`src/rtl/msc_pkg.sv`:
```
// Shared constants and types for the magnetometer sample calibration block.
`default_nettype none

package msc_pkg;

   // Field widths fixed by the sensor word format.
   localparam int BYTE_W    = 8;
   localparam int AXIS_W    = 18;                 // offset-binary axis value
   localparam int CORR_W    = AXIS_W + 1;         // signed axis after bias and offset
   localparam int OFF_W     = 18;                 // hard-iron offset register
   localparam int WREG_W    = 48;                 // packed weight row register
   localparam int OUT_W     = 22;                 // calibrated field
   localparam int NUM_AXES  = 3;
   localparam int CSR_IDX_W = 3;
   localparam int CSR_DAT_W = WREG_W;

   // Offset-binary midpoint of an 18-bit axis.
   localparam logic [CORR_W-1:0] AXIS_BIAS = CORR_W'(131072);

   // Register indexes on the csr port.
   localparam logic [CSR_IDX_W-1:0] CSR_OFFSET_X  = 3'd0;
   localparam logic [CSR_IDX_W-1:0] CSR_OFFSET_Y  = 3'd1;
   localparam logic [CSR_IDX_W-1:0] CSR_OFFSET_Z  = 3'd2;
   localparam logic [CSR_IDX_W-1:0] CSR_WEIGHTS_X = 3'd3;
   localparam logic [CSR_IDX_W-1:0] CSR_WEIGHTS_Y = 3'd4;
   localparam logic [CSR_IDX_W-1:0] CSR_WEIGHTS_Z = 3'd5;

   typedef logic signed [CORR_W-1:0] corr_type;
   typedef logic signed [OUT_W-1:0]  field_type;

   // Stage advance strobes handed from the top-level pipeline control to each row.
   typedef struct packed {
      logic adv_mul;
      logic adv_sum;
   } stage_ctl_type;

endpackage

`default_nettype wire

```
`src/rtl/msc_row.sv`:
```
// One calibration matrix row: three registered products, then a registered sum and shift.
`default_nettype none

module msc_row #(
   parameter int COEF_WIDTH     = 16,
   parameter int COEF_FRAC_BITS = 14
) (
   input  wire                          clock,
   input  wire msc_pkg::stage_ctl_type  ctl,
   input  wire msc_pkg::corr_type       axis [msc_pkg::NUM_AXES],
   input  wire [msc_pkg::WREG_W-1:0]    weights,
   output msc_pkg::field_type           field
);
   import msc_pkg::*;

   localparam int WEXT_W = (NUM_AXES * COEF_WIDTH > WREG_W) ? NUM_AXES * COEF_WIDTH : WREG_W;
   localparam int PROD_W = CORR_W + COEF_WIDTH;
   localparam int SUM_W  = PROD_W + 2;
   localparam int ACC_W  = (SUM_W > COEF_FRAC_BITS + OUT_W) ? SUM_W : COEF_FRAC_BITS + OUT_W;

   logic [WEXT_W-1:0]             wext;
   logic signed [COEF_WIDTH-1:0]  coef    [NUM_AXES];
   logic signed [PROD_W-1:0]      prod_in [NUM_AXES];
   logic signed [PROD_W-1:0]      prod_ff [NUM_AXES];
   logic signed [ACC_W-1:0]       acc;
   field_type                     field_in;
   field_type                     field_ff;

   // Slots past the register top read as zero.
   assign wext = WEXT_W'(weights);

   always_comb begin
      for (int i = 0; i < NUM_AXES; i++) begin
         coef[i]    = signed'(wext[i*COEF_WIDTH +: COEF_WIDTH]);
         prod_in[i] = PROD_W'(axis[i]) * PROD_W'(coef[i]);
      end
   end

   always_ff @(posedge clock) begin
      if (ctl.adv_mul) begin
         prod_ff <= prod_in;
      end
   end

   // Arithmetic shift right by the fraction bits, keep the low field bits.
   always_comb begin
      acc      = ACC_W'(prod_ff[0]) + ACC_W'(prod_ff[1]) + ACC_W'(prod_ff[2]);
      field_in = acc[COEF_FRAC_BITS +: OUT_W];
   end

   always_ff @(posedge clock) begin
      if (ctl.adv_sum) begin
         field_ff <= field_in;
      end
   end

   assign field = field_ff;

endmodule

`default_nettype wire

```
`config.mk`:
```
export PLATFORM = sky130hd
export DESIGN_NAME = msc_row
export DESIGN_NICKNAME = d
export VERILOG_FILES = /design/src/rtl/msc_pkg.sv /design/src/rtl/msc_row.sv
export SDC_FILE = /design/constraint.sdc
export NUM_CORES = 2
export LEC_CHECK = 0
export ABC_AREA = 0
export CORE_MARGIN = 8
export CORE_UTILIZATION = 65
export CTS_BUF_LIST = sky130_fd_sc_hd__clkbuf_16
export CTS_CLUSTER_SIZE = 30
export DETAILED_ROUTE_END_ITERATION = 12
export DONT_BUFFER_PORTS = 1
export HOLD_SLACK_MARGIN = 0.03
export PLACE_DENSITY = 0.89
export RECOVER_POWER = 100
export SYNTH_ARGS = -nofsm -noshare
export SYNTH_HDL_FRONTEND = slang
export SYNTH_SLANG_ARGS = --single-unit
```
`constraint.sdc`:
```
create_clock -name clock -period 13.1 [get_ports clock]
set_clock_uncertainty 0.05 [all_clocks]
set_input_delay 1.965 -clock clock [delete_from_list [all_inputs] [get_ports clock]]
set_output_delay 1.965 -clock clock [all_outputs]
set_load 0.01 [all_outputs]
```
==> impl_metrics.sql <==
INSERT INTO impl_metrics (metric_group, metric, value, unit) VALUES
('timing', 'final_min_period_over_clock_period', '64.3', '%'),
('critical_path', 'worst_r2r_startpoint', 'prod_ff[2]$_DFFE_PP_', ''),
('placement', 'placedInstanceArea', '39900', 'sq um'),
('placement', 'dp_hpwl', '74600', 'microns'),
('critical_path', 'timing.critical_path.fanout_max', '16', ''),
('clock_tree', 'path_clk_slew', '0.07', 'ns'),
('timing', 'worst_slew_margin_rel', '37.6', '%'),
('placement', 'globalplace.congestion', '0.910', ''),
('timing', 'tightestPinTransition', '0.928', 'ns'),
('timing', 'setup_total_negative_slack', '0', 'ns'),
('logic_synthesis', 'netlist_area', '39400', 'sq um'),
('cells_and_area', 'layout.cells.most_common', 'sky130_fd_sc_hd__inv_1', ''),
('timing', 'final-setup-viol-count', '0', ''),
('clock_tree', 'cts_tree', 'yes', ''),
('clock_tree', 'clk_root_buffer_cell', 'sky130_fd_sc_hd__clkbuf_16', ''),
('cells_and_area', 'layout-area-overhead-vs-synth', '2.53', '%'),
('clock_tree', 'clock_sink_count', '127', ''),
('logic_synthesis', 'synth_nets', '5399', ''),
('floorplan', 'fp-row-count', '90', ''),
('clock_tree', 'cts_max_path_buffers', '2', ''),
('logic_synthesis', 'ys_async_sr_fraction', '0', '%'),
('placement', 'place.port_buffers', '0', ''),
('timing', 'setup_repair_after_global_routing_missed_its_margin', 'false', ''),
('logic_synthesis', 'avgSynthCellArea', '9.73', 'sq um'),
('critical_path', 'setup_crit_start_kind', 'input port', ''),
('placement', 'dp_cells', '4697', ''),
('cells_and_area', 'num-nets-final', '5286', ''),
('logic_synthesis', 'synth_top_cell_area_share', '48.1', '%'),
('grt', 'largest_net_degree_at_the_start_of_global_routing', '106', ''),
('grt', 'antenna_violations_before_repair', '2', ''),
('logic_synthesis', 'synth_seq_cells', '127', ''),
('run_status', 'run_status', 'finished, final reports clean', ''),
('clock_tree', 'post_cts_hold_buffer_count', '0', ''),
('grt', 'global_route.usage.total', '28.2', '%'),
('min_path', 'timing.hold.worst.start', 'prod_ff[104]$_DFFE_PP_', ''),
('critical_path', 'cp_data_arrival_time', '8.55', 'ns'),
('min_path', 'worst_hold_path_type', 'reg -> reg', ''),
('logic_synthesis', 'postSynthCellCount', '4047', ''),
('cells_and_area', 'post_route_cells_drive_above_1_share', '0.887', '%'),
('critical_path', 'element_type_at_the_critical_path_end', 'register', ''),
('detailed_routing', 'drtAntennaViolNets', '0', ''),
('detailed_routing', 'firstDrtPassIters', '6', ''),
('cells_and_area', 'number_of_antenna_diodes', '0', ''),
('logic_synthesis', 'synth-warning-count', '0', ''),
('clock_tree', 'clkLatencyLatePin', '0.42', 'ns'),
('timing', 'finalHoldWorstSlack', '0.805', 'ns'),
('logic_synthesis', 'synth-edff-count', '127', ''),
('floorplan', 'die_y', '262', 'microns'),
('cells_and_area', 'final_cell_area', '40400', 'sq um'),
('logic_synthesis', 'synth.area.top_cells', 'sky130_fd_sc_hd__fa_1 (48%), sky130_fd_sc_hd__edfxtp_1 (9.7%), sky130_fd_sc_hd__inv_1 (9.6%), sky130_fd_sc_hd__ha_1 (9.5%), sky130_fd_sc_hd__and2_1 (6.9%)', ''),
('detailed_routing', 'post_drt_via_cell_ratio', '5.85', ''),
('grt', 'grt_overflow', '0', ''),
('clock_tree', 'h-tree-depth', '4', ''),
('detailed_routing', 'drt_first_iter_violations', '2505', ''),
('floorplan', 'die_width', '262', 'microns'),
('logic_synthesis', 'netlist-cell-type-count', '70', ''),
('timing', 'finalMaxSlewViolations', '0', ''),
('grt', 'via_count_of_the_first_global_routing_pass', '31000', ''),
('clock_tree', 'cts-buffers-inserted', '17', ''),
('critical_path', 'criticalPathCategory', 'in -> reg', ''),
('floorplan', 'ioPinCount', '130', ''),
('logic_synthesis', 'synthDominantAreaCellType', 'sky130_fd_sc_hd__fa_1', ''),
('logic_synthesis', 'yosys_most_used_dff', 'sky130_fd_sc_hd__edfxtp_1', ''),
('detailed_routing', 'drcViolationCount', '0', ''),
('logic_synthesis', 'yosysSeqAreaShare', '9.69', '%'),
('cells_and_area', 'fin_cells', '4729', ''),
('timing', 'max_clock_freq', '119', 'MHz'),
('floorplan', 'fp.coreArea', '60100', 'sq um'),
('detailed_routing', 'wirelength', '92400', 'microns'),
('timing', 'hold_violations', '0', ''),
('floorplan', 'initial_core_utilization', '65.5', '%');
==> final cells by class <==
type	instances	area, sq um
Multi-Input combinational cell	2778	31200
Fill cell	4240	19800
Sequential cell	127	3810
Inverter	1010	3790
Tap cell	782	978
Clock buffer	17	425
Clock inverter	15	149
==> Yosys cell counts, types with 9 or more instances <==
cell type                  number
sky130_fd_sc_hd__inv_1       1009
sky130_fd_sc_hd__fa_1         946
sky130_fd_sc_hd__nand2_1      464
sky130_fd_sc_hd__and2_1       433
sky130_fd_sc_hd__ha_1         298
sky130_fd_sc_hd__edfxtp_1     127
sky130_fd_sc_hd__clkbuf_1     126
sky130_fd_sc_hd__nor2_1       103
sky130_fd_sc_hd__xnor2_1      100
sky130_fd_sc_hd__a21oi_1       87
sky130_fd_sc_hd__a21o_1        56
sky130_fd_sc_hd__o21ai_0       41
sky130_fd_sc_hd__xor2_1        29
sky130_fd_sc_hd__nand2b_1      25
sky130_fd_sc_hd__nor3_1        21
sky130_fd_sc_hd__nand3_1       14
sky130_fd_sc_hd__o21a_1        14
sky130_fd_sc_hd__o21ai_1       14
sky130_fd_sc_hd__nor2b_1       13
sky130_fd_sc_hd__o21bai_1      13
sky130_fd_sc_hd__and3_1        10
sky130_fd_sc_hd__a211oi_1       9
sky130_fd_sc_hd__nand4_1        9
==> worst paths after layout <==
check	end	depth (start not counted)
setup / recovery	prod_ff[104]$_DFFE_PP_	21
setup reg to reg	field[21]$_DFFE_PP_	12
hold / removal	field[21]$_DFFE_PP_	3
hold reg to reg	field[21]$_DFFE_PP_	3
==> cell families (layout without fill, tap and decap cells) <==
| group | Yosys count | after routing | share of synthesized area (%) |
|---|---|---|---|
| flops | 127 | 127 | 9.69 |
| mux | 1 | 1 | 0.0254 |
| compound gates | 295 | 295 | 5.02 |
| buf+inv | 1142 | 1042 | 10.9 |
| fa+ha+maj | 1244 | 1244 | 57.6 |
| xor+xnor | 129 | 129 | 2.87 |
| simple gates | 1109 | 1109 | 13.9 |
==> state kept, by name, indices dropped and copies added, names as in the netlist <==
signal / count
field: 22
prod_ff: 105
==> stage by stage <==
step / setup WS (ns) / utilization, %
finish: 4.67 / 67.1
global route: 4.25 / 67.1
CTS: 5.27 / 67.2
detailed placement: 4.81 / 66.3
global placement: 4.95 / 66.3
floorplan: 4.96 / -
==> worst max-delay path: stages <==
cell and delay (ns):
sky130_fd_sc_hd__and2_0 0.16, sky130_fd_sc_hd__fa_1 0.52, sky130_fd_sc_hd__fa_1 0.55, sky130_fd_sc_hd__ha_1 0.14
sky130_fd_sc_hd__inv_1 0.06, sky130_fd_sc_hd__fa_1 0.47, sky130_fd_sc_hd__inv_1 0.05, sky130_fd_sc_hd__fa_1 0.53
sky130_fd_sc_hd__inv_1 0.05, sky130_fd_sc_hd__fa_1 0.49, sky130_fd_sc_hd__inv_1 0.05, sky130_fd_sc_hd__ha_1 0.34
sky130_fd_sc_hd__a2111oi_0 0.50, sky130_fd_sc_hd__o21ai_0 0.29, sky130_fd_sc_hd__a41oi_1 0.48, sky130_fd_sc_hd__a21oi_1 0.18
sky130_fd_sc_hd__o311ai_0 0.48, sky130_fd_sc_hd__a21oi_1 0.25, sky130_fd_sc_hd__o41ai_1 0.65, sky130_fd_sc_hd__mux2i_1 0.25
sky130_fd_sc_hd__nand4_1 0.08
==> routing by layer <==
| layer | share of wire [%] | global-route usage [%] | vias to the layer above |
|---|---|---|---|
| met4 | 4.7 | 11.4 | 0 |
| met3 | 9.7 | 5.70 | 376 |
| met1 | 36 | 35.3 | 14000 |
| met5 | 0 | 0 | - |
| li1 | - | - | 11700 |
| met2 | 49 | 48.2 | 1540 |
Power is left out: the tool's default activity adds up to more than one toggle a clock period on the data nets, which glitch-free logic cannot reach.
